===== src/lsps_pkg.sv =====
// Shared types and constants for the line sensor PD steering block.
// No dependencies; used by every module under src.
package lsps_pkg;

    localparam int SENSOR_COUNT = 8;
    localparam int SAMPLE_W     = 10;
    localparam int GAIN_W       = 10;
    localparam int BASE_W       = 10;
    localparam int FLOOR_W      = 9;
    localparam int THRESH_W     = 10;
    localparam int PROD_W       = 2 * SAMPLE_W;
    localparam int ESUM_W       = 7;
    localparam int DIFF_W       = ESUM_W + 1;
    localparam int TERM_W       = 18;
    localparam int PDSUM_W      = TERM_W + 1;
    localparam int ACC_W        = PDSUM_W + 6;
    localparam int SPEED_W      = 15;
    localparam int NUM_STAGES   = 7;
    localparam int ADDR_W       = 5;
    localparam int DATA_W       = 32;

    localparam logic [SAMPLE_W-1:0] TRACK_RESET = SAMPLE_W'(500);
    localparam logic [THRESH_W-1:0] FULL_SCALE  = THRESH_W'(1000);

    localparam logic signed [ESUM_W-1:0] WEIGHT_TENTHS [SENSOR_COUNT] = '{
        7'sd0, -7'sd22, -7'sd15, -7'sd10, 7'sd0, 7'sd10, 7'sd15, 7'sd22
    };

    localparam logic [GAIN_W-1:0]   KP_RESET     = GAIN_W'(154);
    localparam logic [GAIN_W-1:0]   KD_RESET     = GAIN_W'(41);
    localparam logic [BASE_W-1:0]   BASE_RESET   = BASE_W'(400);
    localparam logic [FLOOR_W-1:0]  FLOOR_RESET  = FLOOR_W'(40);
    localparam logic [THRESH_W-1:0] THRESH_RESET = THRESH_W'(70);

    localparam logic signed [SPEED_W-1:0] SPEED_MAX = 15'sd16383;
    localparam logic signed [SPEED_W-1:0] SPEED_MIN = -15'sd16384;

    typedef enum logic [2:0] {
        REG_KP     = 3'd0,
        REG_KD     = 3'd1,
        REG_BASE   = 3'd2,
        REG_FLOOR  = 3'd3,
        REG_THRESH = 3'd4
    } reg_idx_t;

    typedef logic [SAMPLE_W-1:0] sample_t;

    typedef struct packed {
        logic                  accept;
        logic                  prev_upd;
        logic [NUM_STAGES-1:0] en;
    } pipe_ctrl_t;

endpackage


===== src/lsps_lane.sv =====
// One sensor lane: running min/max tracking and the on-line judgment.
// Depends on lsps_pkg; instantiated once per sensor by the top level.
module lsps_lane (
    input  logic                              aclk,
    input  logic                              aresetn,
    input  lsps_pkg::pipe_ctrl_t              ctrl,
    input  lsps_pkg::sample_t                 sample,
    input  logic [lsps_pkg::FLOOR_W-1:0]      floor_offset,
    input  logic [lsps_pkg::THRESH_W-1:0]     on_threshold,
    output logic                              on_line
);

    lsps_pkg::sample_t                  low_reg, high_reg, samp_reg;
    lsps_pkg::sample_t                  low_next, high_next;
    lsps_pkg::sample_t                  level, span;
    logic [lsps_pkg::PROD_W-1:0]        lhs_reg, rhs_reg;
    logic                               off_reg, on_reg;
    logic                               off_next;

    always_comb begin
        low_next  = (sample < low_reg)  ? sample : low_reg;
        high_next = (sample > high_reg) ? sample : high_reg;
        level     = samp_reg - low_reg;
        span      = high_reg - lsps_pkg::SAMPLE_W'(floor_offset);
        off_next  = (on_threshold > lsps_pkg::FULL_SCALE) ||
                    ((on_threshold != '0) &&
                     (high_reg <= lsps_pkg::SAMPLE_W'(floor_offset)));
    end

    always_ff @(posedge aclk) begin
        if (!aresetn) begin
            low_reg  <= lsps_pkg::TRACK_RESET;
            high_reg <= lsps_pkg::TRACK_RESET;
        end else if (ctrl.accept) begin
            low_reg  <= low_next;
            high_reg <= high_next;
        end
    end

    // stage 0 sample; tracks already hold this item's update
    always_ff @(posedge aclk) begin
        if (ctrl.en[0]) begin
            samp_reg <= sample;
        end
        if (ctrl.en[1]) begin
            lhs_reg <= lsps_pkg::PROD_W'(level) *
                       lsps_pkg::PROD_W'(lsps_pkg::FULL_SCALE);
            rhs_reg <= lsps_pkg::PROD_W'(on_threshold) * lsps_pkg::PROD_W'(span);
            off_reg <= off_next;
        end
        if (ctrl.en[2]) begin
            on_reg <= !off_reg && (lhs_reg >= rhs_reg);
        end
    end

    assign on_line = on_reg;

endmodule


===== src/lsps_merge.sv =====
// Merging stage: collects the lane flags into a mask and a weighted error sum.
// Depends on lsps_pkg; keeps the previous error for the derivative term.
module lsps_merge (
    input  logic                                   aclk,
    input  logic                                   aresetn,
    input  lsps_pkg::pipe_ctrl_t                   ctrl,
    input  logic [lsps_pkg::SENSOR_COUNT-1:0]      on_vec,
    output logic [lsps_pkg::SENSOR_COUNT-1:0]      mask,
    output logic signed [lsps_pkg::ESUM_W-1:0]     esum,
    output logic signed [lsps_pkg::DIFF_W-1:0]     ediff
);

    logic [lsps_pkg::SENSOR_COUNT-1:0]   mask_reg;
    logic signed [lsps_pkg::ESUM_W-1:0]  esum_reg, prev_reg;
    logic signed [lsps_pkg::DIFF_W-1:0]  diff_reg;
    logic signed [lsps_pkg::DIFF_W-1:0]  acc;
    logic signed [lsps_pkg::ESUM_W-1:0]  esum_next;

    always_comb begin
        acc = '0;
        for (int i = 0; i < lsps_pkg::SENSOR_COUNT; i++) begin
            if (on_vec[i]) begin
                acc = acc + lsps_pkg::DIFF_W'(lsps_pkg::WEIGHT_TENTHS[i]);
            end
        end
        esum_next = acc[lsps_pkg::ESUM_W-1:0];
    end

    always_ff @(posedge aclk) begin
        if (!aresetn) begin
            prev_reg <= '0;
        end else if (ctrl.prev_upd) begin
            prev_reg <= esum_next;
        end
    end

    always_ff @(posedge aclk) begin
        if (ctrl.en[3]) begin
            mask_reg <= on_vec;
            esum_reg <= esum_next;
            diff_reg <= lsps_pkg::DIFF_W'(esum_next) - lsps_pkg::DIFF_W'(prev_reg);
        end
    end

    assign mask  = mask_reg;
    assign esum  = esum_reg;
    assign ediff = diff_reg;

endmodule


===== src/lsps_pd.sv =====
// PD steering stages: gain products, scaling by 100, shift and wheel saturation.
// Depends on lsps_pkg; fed by the merging stage.
module lsps_pd #(
    parameter int GAIN_FRAC_BITS = 10
) (
    input  logic                                   aclk,
    input  lsps_pkg::pipe_ctrl_t                   ctrl,
    input  logic [lsps_pkg::GAIN_W-1:0]            kp_gain,
    input  logic [lsps_pkg::GAIN_W-1:0]            kd_gain,
    input  logic [lsps_pkg::BASE_W-1:0]            base_speed,
    input  logic [lsps_pkg::SENSOR_COUNT-1:0]      mask_in,
    input  logic signed [lsps_pkg::ESUM_W-1:0]     esum_in,
    input  logic signed [lsps_pkg::DIFF_W-1:0]     ediff_in,
    output logic signed [lsps_pkg::SPEED_W-1:0]    right_speed,
    output logic signed [lsps_pkg::SPEED_W-1:0]    left_speed,
    output logic [lsps_pkg::SENSOR_COUNT-1:0]      mask_out,
    output logic signed [lsps_pkg::ESUM_W-1:0]     esum_out
);

    localparam int OUT_W = lsps_pkg::ACC_W + 1;

    logic signed [lsps_pkg::TERM_W-1:0]   pterm_reg, dterm_reg;
    logic signed [lsps_pkg::TERM_W-1:0]   kp_s, kd_s, e_s, d_s;
    logic signed [lsps_pkg::PDSUM_W-1:0]  pdsum;
    logic signed [lsps_pkg::ACC_W-1:0]    pdsum_x, acc_reg, pd;
    logic signed [OUT_W-1:0]              rsum, lsum;
    logic [lsps_pkg::SENSOR_COUNT-1:0]    mask5_reg, mask6_reg, mask7_reg;
    logic signed [lsps_pkg::ESUM_W-1:0]   esum5_reg, esum6_reg, esum7_reg;
    logic signed [lsps_pkg::SPEED_W-1:0]  right_reg, left_reg;

    function automatic logic signed [lsps_pkg::SPEED_W-1:0] sat_speed(
        input logic signed [OUT_W-1:0] v
    );
        if (v > OUT_W'(lsps_pkg::SPEED_MAX)) begin
            return lsps_pkg::SPEED_MAX;
        end else if (v < OUT_W'(lsps_pkg::SPEED_MIN)) begin
            return lsps_pkg::SPEED_MIN;
        end
        return v[lsps_pkg::SPEED_W-1:0];
    endfunction

    always_comb begin
        kp_s    = $signed({{(lsps_pkg::TERM_W-lsps_pkg::GAIN_W){1'b0}}, kp_gain});
        kd_s    = $signed({{(lsps_pkg::TERM_W-lsps_pkg::GAIN_W){1'b0}}, kd_gain});
        e_s     = lsps_pkg::TERM_W'(esum_in);
        d_s     = lsps_pkg::TERM_W'(ediff_in);
        pdsum   = lsps_pkg::PDSUM_W'(pterm_reg) + lsps_pkg::PDSUM_W'(dterm_reg);
        pdsum_x = lsps_pkg::ACC_W'(pdsum);
        pd      = acc_reg >>> GAIN_FRAC_BITS;
        rsum    = $signed({{(OUT_W-lsps_pkg::BASE_W){1'b0}}, base_speed}) + OUT_W'(pd);
        lsum    = $signed({{(OUT_W-lsps_pkg::BASE_W){1'b0}}, base_speed}) - OUT_W'(pd);
    end

    always_ff @(posedge aclk) begin
        if (ctrl.en[4]) begin
            pterm_reg <= kp_s * e_s;
            dterm_reg <= kd_s * d_s;
            mask5_reg <= mask_in;
            esum5_reg <= esum_in;
        end
        if (ctrl.en[5]) begin
            // x100 = x64 + x32 + x4
            acc_reg   <= (pdsum_x <<< 6) + (pdsum_x <<< 5) + (pdsum_x <<< 2);
            mask6_reg <= mask5_reg;
            esum6_reg <= esum5_reg;
        end
        if (ctrl.en[6]) begin
            right_reg <= sat_speed(rsum);
            left_reg  <= sat_speed(lsum);
            mask7_reg <= mask6_reg;
            esum7_reg <= esum6_reg;
        end
    end

    assign right_speed = right_reg;
    assign left_speed  = left_reg;
    assign mask_out    = mask7_reg;
    assign esum_out    = esum7_reg;

endmodule


===== src/line_sensor_pd_steering.sv =====
// Top level of the line sensor PD steering block: APB registers, pipeline
// control, eight sensor lanes, merging stage and PD stages.
// Depends on lsps_pkg, lsps_lane, lsps_merge and lsps_pd.
//
// The block takes one item of eight samples per clock cycle while s_ready is
// high, and returns one result per item from a seven-stage pipeline: sample
// capture, per-lane products, per-lane compare, weighted merge, gain products,
// scaling and the shift/saturate output register. Every stage holds under
// output backpressure and bubbles are squeezed out, so s_ready stays high
// whenever the pipeline has a free slot. Min/max tracking is updated as items
// are accepted. Registers must be written only while the block is idle; the
// block itself does not enforce this.
module line_sensor_pd_steering #(
    parameter int GAIN_FRAC_BITS = 10
) (
    input  logic                                 aclk,
    input  logic                                 aresetn,
    input  logic                                 psel,
    input  logic                                 penable,
    input  logic                                 pwrite,
    input  logic [lsps_pkg::ADDR_W-1:0]          paddr,
    input  logic [lsps_pkg::DATA_W-1:0]          pwdata,
    output logic [lsps_pkg::DATA_W-1:0]          prdata,
    output logic                                 pready,
    input  logic                                 s_valid,
    output logic                                 s_ready,
    input  logic [lsps_pkg::SAMPLE_W-1:0]        s_sample_0,
    input  logic [lsps_pkg::SAMPLE_W-1:0]        s_sample_1,
    input  logic [lsps_pkg::SAMPLE_W-1:0]        s_sample_2,
    input  logic [lsps_pkg::SAMPLE_W-1:0]        s_sample_3,
    input  logic [lsps_pkg::SAMPLE_W-1:0]        s_sample_4,
    input  logic [lsps_pkg::SAMPLE_W-1:0]        s_sample_5,
    input  logic [lsps_pkg::SAMPLE_W-1:0]        s_sample_6,
    input  logic [lsps_pkg::SAMPLE_W-1:0]        s_sample_7,
    output logic                                 m_valid,
    input  logic                                 m_ready,
    output logic signed [lsps_pkg::SPEED_W-1:0]  m_right_speed,
    output logic signed [lsps_pkg::SPEED_W-1:0]  m_left_speed,
    output logic [lsps_pkg::SENSOR_COUNT-1:0]    m_online_mask,
    output logic signed [lsps_pkg::ESUM_W-1:0]   m_weighted_sum
);

    localparam int NS = lsps_pkg::NUM_STAGES;

    logic [lsps_pkg::GAIN_W-1:0]          kp_gain_reg, kd_gain_reg;
    logic [lsps_pkg::BASE_W-1:0]          base_speed_reg;
    logic [lsps_pkg::FLOOR_W-1:0]         floor_offset_reg;
    logic [lsps_pkg::THRESH_W-1:0]        on_threshold_reg;
    logic                                 cfg_wr;

    logic [NS-1:0]                        vld_reg;
    logic [NS-1:0]                        en;
    lsps_pkg::pipe_ctrl_t                 ctrl;

    lsps_pkg::sample_t                    samples [lsps_pkg::SENSOR_COUNT];
    logic [lsps_pkg::SENSOR_COUNT-1:0]    on_vec;
    logic [lsps_pkg::SENSOR_COUNT-1:0]    mask4;
    logic signed [lsps_pkg::ESUM_W-1:0]   esum4;
    logic signed [lsps_pkg::DIFF_W-1:0]   diff4;

    // register file
    assign pready = 1'b1;
    assign cfg_wr = psel && penable && pwrite;

    always_ff @(posedge aclk) begin
        if (!aresetn) begin
            kp_gain_reg      <= lsps_pkg::KP_RESET;
            kd_gain_reg      <= lsps_pkg::KD_RESET;
            base_speed_reg   <= lsps_pkg::BASE_RESET;
            floor_offset_reg <= lsps_pkg::FLOOR_RESET;
            on_threshold_reg <= lsps_pkg::THRESH_RESET;
        end else if (cfg_wr) begin
            unique case (paddr[4:2])
                lsps_pkg::REG_KP:     kp_gain_reg      <= pwdata[lsps_pkg::GAIN_W-1:0];
                lsps_pkg::REG_KD:     kd_gain_reg      <= pwdata[lsps_pkg::GAIN_W-1:0];
                lsps_pkg::REG_BASE:   base_speed_reg   <= pwdata[lsps_pkg::BASE_W-1:0];
                lsps_pkg::REG_FLOOR:  floor_offset_reg <= pwdata[lsps_pkg::FLOOR_W-1:0];
                lsps_pkg::REG_THRESH: on_threshold_reg <= pwdata[lsps_pkg::THRESH_W-1:0];
                default: ;
            endcase
        end
    end

    always_comb begin
        unique case (paddr[4:2])
            lsps_pkg::REG_KP:     prdata = lsps_pkg::DATA_W'(kp_gain_reg);
            lsps_pkg::REG_KD:     prdata = lsps_pkg::DATA_W'(kd_gain_reg);
            lsps_pkg::REG_BASE:   prdata = lsps_pkg::DATA_W'(base_speed_reg);
            lsps_pkg::REG_FLOOR:  prdata = lsps_pkg::DATA_W'(floor_offset_reg);
            lsps_pkg::REG_THRESH: prdata = lsps_pkg::DATA_W'(on_threshold_reg);
            default:              prdata = '0;
        endcase
    end

    // pipeline control: a stage loads when empty or when it moves on
    always_comb begin
        en[NS-1] = !vld_reg[NS-1] || m_ready;
        for (int k = NS - 2; k >= 0; k--) begin
            en[k] = !vld_reg[k] || en[k+1];
        end
        ctrl.en       = en;
        ctrl.accept   = s_valid && en[0];
        ctrl.prev_upd = en[3] && vld_reg[2];
    end

    always_ff @(posedge aclk) begin
        if (!aresetn) begin
            vld_reg <= '0;
        end else begin
            if (en[0]) begin
                vld_reg[0] <= s_valid;
            end
            for (int k = 1; k < NS; k++) begin
                if (en[k]) begin
                    vld_reg[k] <= vld_reg[k-1];
                end
            end
        end
    end

    assign s_ready = en[0];
    assign m_valid = vld_reg[NS-1];

    assign samples[0] = s_sample_0;
    assign samples[1] = s_sample_1;
    assign samples[2] = s_sample_2;
    assign samples[3] = s_sample_3;
    assign samples[4] = s_sample_4;
    assign samples[5] = s_sample_5;
    assign samples[6] = s_sample_6;
    assign samples[7] = s_sample_7;

    for (genvar i = 0; i < lsps_pkg::SENSOR_COUNT; i++) begin : g_lane
        lsps_lane u_lane (
            .aclk         (aclk),
            .aresetn      (aresetn),
            .ctrl         (ctrl),
            .sample       (samples[i]),
            .floor_offset (floor_offset_reg),
            .on_threshold (on_threshold_reg),
            .on_line      (on_vec[i])
        );
    end

    lsps_merge u_merge (
        .aclk    (aclk),
        .aresetn (aresetn),
        .ctrl    (ctrl),
        .on_vec  (on_vec),
        .mask    (mask4),
        .esum    (esum4),
        .ediff   (diff4)
    );

    lsps_pd #(
        .GAIN_FRAC_BITS (GAIN_FRAC_BITS)
    ) u_pd (
        .aclk        (aclk),
        .ctrl        (ctrl),
        .kp_gain     (kp_gain_reg),
        .kd_gain     (kd_gain_reg),
        .base_speed  (base_speed_reg),
        .mask_in     (mask4),
        .esum_in     (esum4),
        .ediff_in    (diff4),
        .right_speed (m_right_speed),
        .left_speed  (m_left_speed),
        .mask_out    (m_online_mask),
        .esum_out    (m_weighted_sum)
    );

endmodule


===== config.mk =====
export PLATFORM = sky130hd
export DESIGN_NAME = line_sensor_pd_steering
export DESIGN_NICKNAME = d
export VERILOG_FILES = /design/src/lsps_pkg.sv /design/src/lsps_lane.sv /design/src/lsps_merge.sv /design/src/lsps_pd.sv /design/src/line_sensor_pd_steering.sv
export SDC_FILE = /design/constraint.sdc
export NUM_CORES = 2
export LEC_CHECK = 0
export BUFFER_PORTS_ARGS = -buffer_cell sky130_fd_sc_hd__buf_2
export CELL_PAD_IN_SITES_DETAIL_PLACEMENT = 0
export CELL_PAD_IN_SITES_GLOBAL_PLACEMENT = 1
export CORE_MARGIN = 3
export CORE_UTILIZATION = 52
export CTS_CLUSTER_SIZE = 30
export DETAILED_ROUTE_END_ITERATION = 10
export GPL_ROUTABILITY_DRIVEN = 0
export PLACE_DENSITY_LB_ADDON = 0.1
export SYNTH_ARGS = -nofsm -noshare
export SYNTH_HDL_FRONTEND = slang
export SYNTH_HIERARCHICAL = 1
export SYNTH_SLANG_ARGS = --single-unit

===== constraint.sdc =====
create_clock -name aclk -period 13.2 [get_ports aclk]
set_clock_uncertainty 0.15 [all_clocks]
set_input_delay 3.96 -clock aclk [delete_from_list [all_inputs] [get_ports aclk]]
set_output_delay 3.96 -clock aclk [all_outputs]
set_load 0.02 [all_outputs]

==> impl_results.md <==
- Worst slew margin: 16.1%
- Area of the multi-input gates: 61700 µm²
- Post-synth EDFFs: 541
- RSZ-0062 raised after global routing: no
- Area leader, netlist: fa_1
- Sequential fraction of the synthesis area: 23.2%
- Fillers: 15200
- Hold/Removal Path Class: reg2reg
- Synth top area cells: fa_1 (19%), ha_1 (19%), edfxtp_1 (18%)
- Reg clk slew, reported paths: 0.05 ns
- Worst Tran Pin Value: 1.25 ns
- Crit start category: input port
- Max FFs per register: 160
- Gr ovfl total: 0
- YS warnings: 6
- Antenna Nets Post-Route: 0
- Share of layout cells above drive strength 1: 5.41%
- Vias: 63200
- Yosys reg bits: 764
- Initial antenna violation count: 23
- Final Hold Vio Count: 0
- Reg2reg path depth: 23
- First-pass GRT wire length: 341 mm
- Max Cap Viol: 0
- Drt wl/cell: 17.8 µm
- Chip height: 420 µm
- Hold_buf cts: 0
- CTS root buffer: clkbuf_16
- Setup-failing EPs final: 0
- Top cell type's share of synthesized area: 19.2%
- Period utilisation layout: 78.4%
- TritonCTS Buffers: 94
- Site row count: 151
- Sequential cell area: 20700 µm²
- # IOs: 204
- Pin count of the biggest net entering global routing: 123
- Hold Path Depth: 0
- Overall Global Routing Usage: 23.9%
- Die area: 177000 µm²
- WP data required: 9.09 ns
- Post-CTS setup buffers: 0
- Syn avg cell area: 9.77 µm²
- Tmin final: 10.35 ns
- Clock tree sinks: 764
- Post-cts resize count: 0
- Nets: 11600
- Type of the worst setup path: in2out
- Crit path arrival time: 6.24 ns
- Synth Cell Area: 89200 µm²
- Starting density of the core: 52.5%
- Async set-reset flop share out of synthesis: 0%
- DR pass1 iterations: 5
- Initial DRC count: 3360
- Final Max Slew Viols: 0
- Synth Flop Type: edfxtp_1
- Crit-path max FO: 40
- Routed WL: 206 mm
- H-tree levels: 3
- Longest Clk Path Bufs: 3
- CTS tree: done
- Vias in the first global route: 65100
- Core ar.: 170000 µm²
- Clk Latency, worst-skew pair: 0.74 ns
- Post-route DRC: 0
- Max Fclk: 96.6 MHz
- Setup_tns: 0 ns
- DP Wirelength: 159 mm
- Area Growth Syn to Fin: 7.09%
- Status: completed
- Drt via density: 5.48
- Gate Count Post-Synth: 9133
- PortBufs: 156
- Synth cell types: 106
- Critical Path End Type: output pin
- Die W: 420 µm
## critical path, stage by stage
cell and delay, ns:
buf_2 0.10, and3b_1 0.35, inv_2 0.37, nor3_1 0.69
inv_4 0.43, buf_2 0.30
## Yosys cell counts (all sizes together), types with 70 or more instances
cell	number
clkbuf	175
inv	1553
nor2b	183
nand2	687
o211ai	125
nor2	244
buf	70
fa	856
a21o	215
dfxtp	223
nand2b	134
a21boi	73
a21oi	378
nand4	112
ha	1363
xnor2	281
and3	99
nor3	122
mux2i	165
xor2	160
o21ai	254
and2	306
nand3	137
edfxtp	541
## cells in the final DEF, fill, tap and decap left out, types with 20 or more instances in the layout
master	synthesis	final
inv_1	1553	1550
mux2i_1	165	165
mux2_2	26	26
o21ai_1	19	20
a211oi_1	53	53
o21ai_0	233	232
ha_1	1363	1363
a21oi_1	362	362
a21o_1	215	215
nand4_1	112	112
and3_1	98	98
dfxtp_1	223	212
o211ai_1	124	124
buf_2	25	155
nor4_1	21	21
edfxtp_1	541	541
buf_4	27	67
clkbuf_16	0	99
fa_1	856	856
nand2_1	685	684
clkbuf_1	175	24
a22oi_1	29	29
nor2_1	243	243
nand3_1	136	136
xnor2_1	281	281
nor2b_1	183	182
and2_1	306	306
a21boi_1	58	58
nand2b_1	134	133
o21bai_1	58	58
or3_1	27	27
a31oi_1	31	31
conb_1	2	23
nor3_1	118	117
o21a_1	66	66
nor3b_1	60	60
xor2_1	160	160
## cell type report
| cell class | count | share of cell area (%) |
|---|---|---|
| clock inverters | 43 | 0.457 |
| well taps | 2218 | 2.90 |
| flip-flops and latches | 764 | 21.7 |
| repair buffers | 224 | 1.37 |
| inverters | 1555 | 6.12 |
| multi-input cells | 6590 | 64.6 |
| diodes | 11 | 0.0288 |
| clock buffers | 133 | 2.83 |
## worst paths after layout
kind / from / endpoint / slack [ns]
max: m_ready / s_ready / 2.85
min: u_pd/esum5_reg[3] / u_pd/esum6_reg[3] / 0.27
max reg2reg: floor_offset_reg[7] / g_lane[7].u_lane/rhs_reg[18] / 4.80
min reg2reg: u_pd/esum5_reg[3] / u_pd/esum6_reg[3] / 0.27
## metal layers
| metal | vias to the layer above | wire length (µm) | global-route usage (%) |
|---|---|---|---|
| met5 | - | 0 | 0 |
| met4 | 0 | 5440 | 5.54 |
| met3 | 237 | 8540 | 3.13 |
| met2 | 977 | 98200 | 41.2 |
| met1 | 31000 | 93700 | 32.0 |
| li1 | 31000 | - | - |
## cell families (layout without fill, tap and decap cells)
kind of cell / count (synthesis) / count (layout) / share of synthesized area [%]
xor gates and xnor gates: 441 / 441 / 4.33
muxes: 192 / 192 / 2.20
and+or+nand+nor: 2228 / 2228 / 13.0
DFF: 764 / 764 / 23.2
buffers and inverters: 1800 / 1955 / 7.79
other: 2 / 34 / 0.00841
AOI/OAI and AO/OA: 1487 / 1487 / 11.2
adders and majority gates: 2219 / 2219 / 38.3
## stage by stage
step                worst slack (ns)  instance area [µm²]  instances  hold slack, ns  util [%]
global placement                2.83                92400      11400           0.252      54.3
floorplan                       1.58                89300       9154           0.250         -
finish                          2.85                95600      11500           0.266      56.2
detailed placement              2.77                92400      11400           0.255      54.3
CTS                             2.78                95500      11500           0.267      56.2
global route                    2.70                95600      11500           0.274      56.2
Power is not shown: default switching activity piles up to over one toggle a cycle in this logic, so the estimate is an artifact.
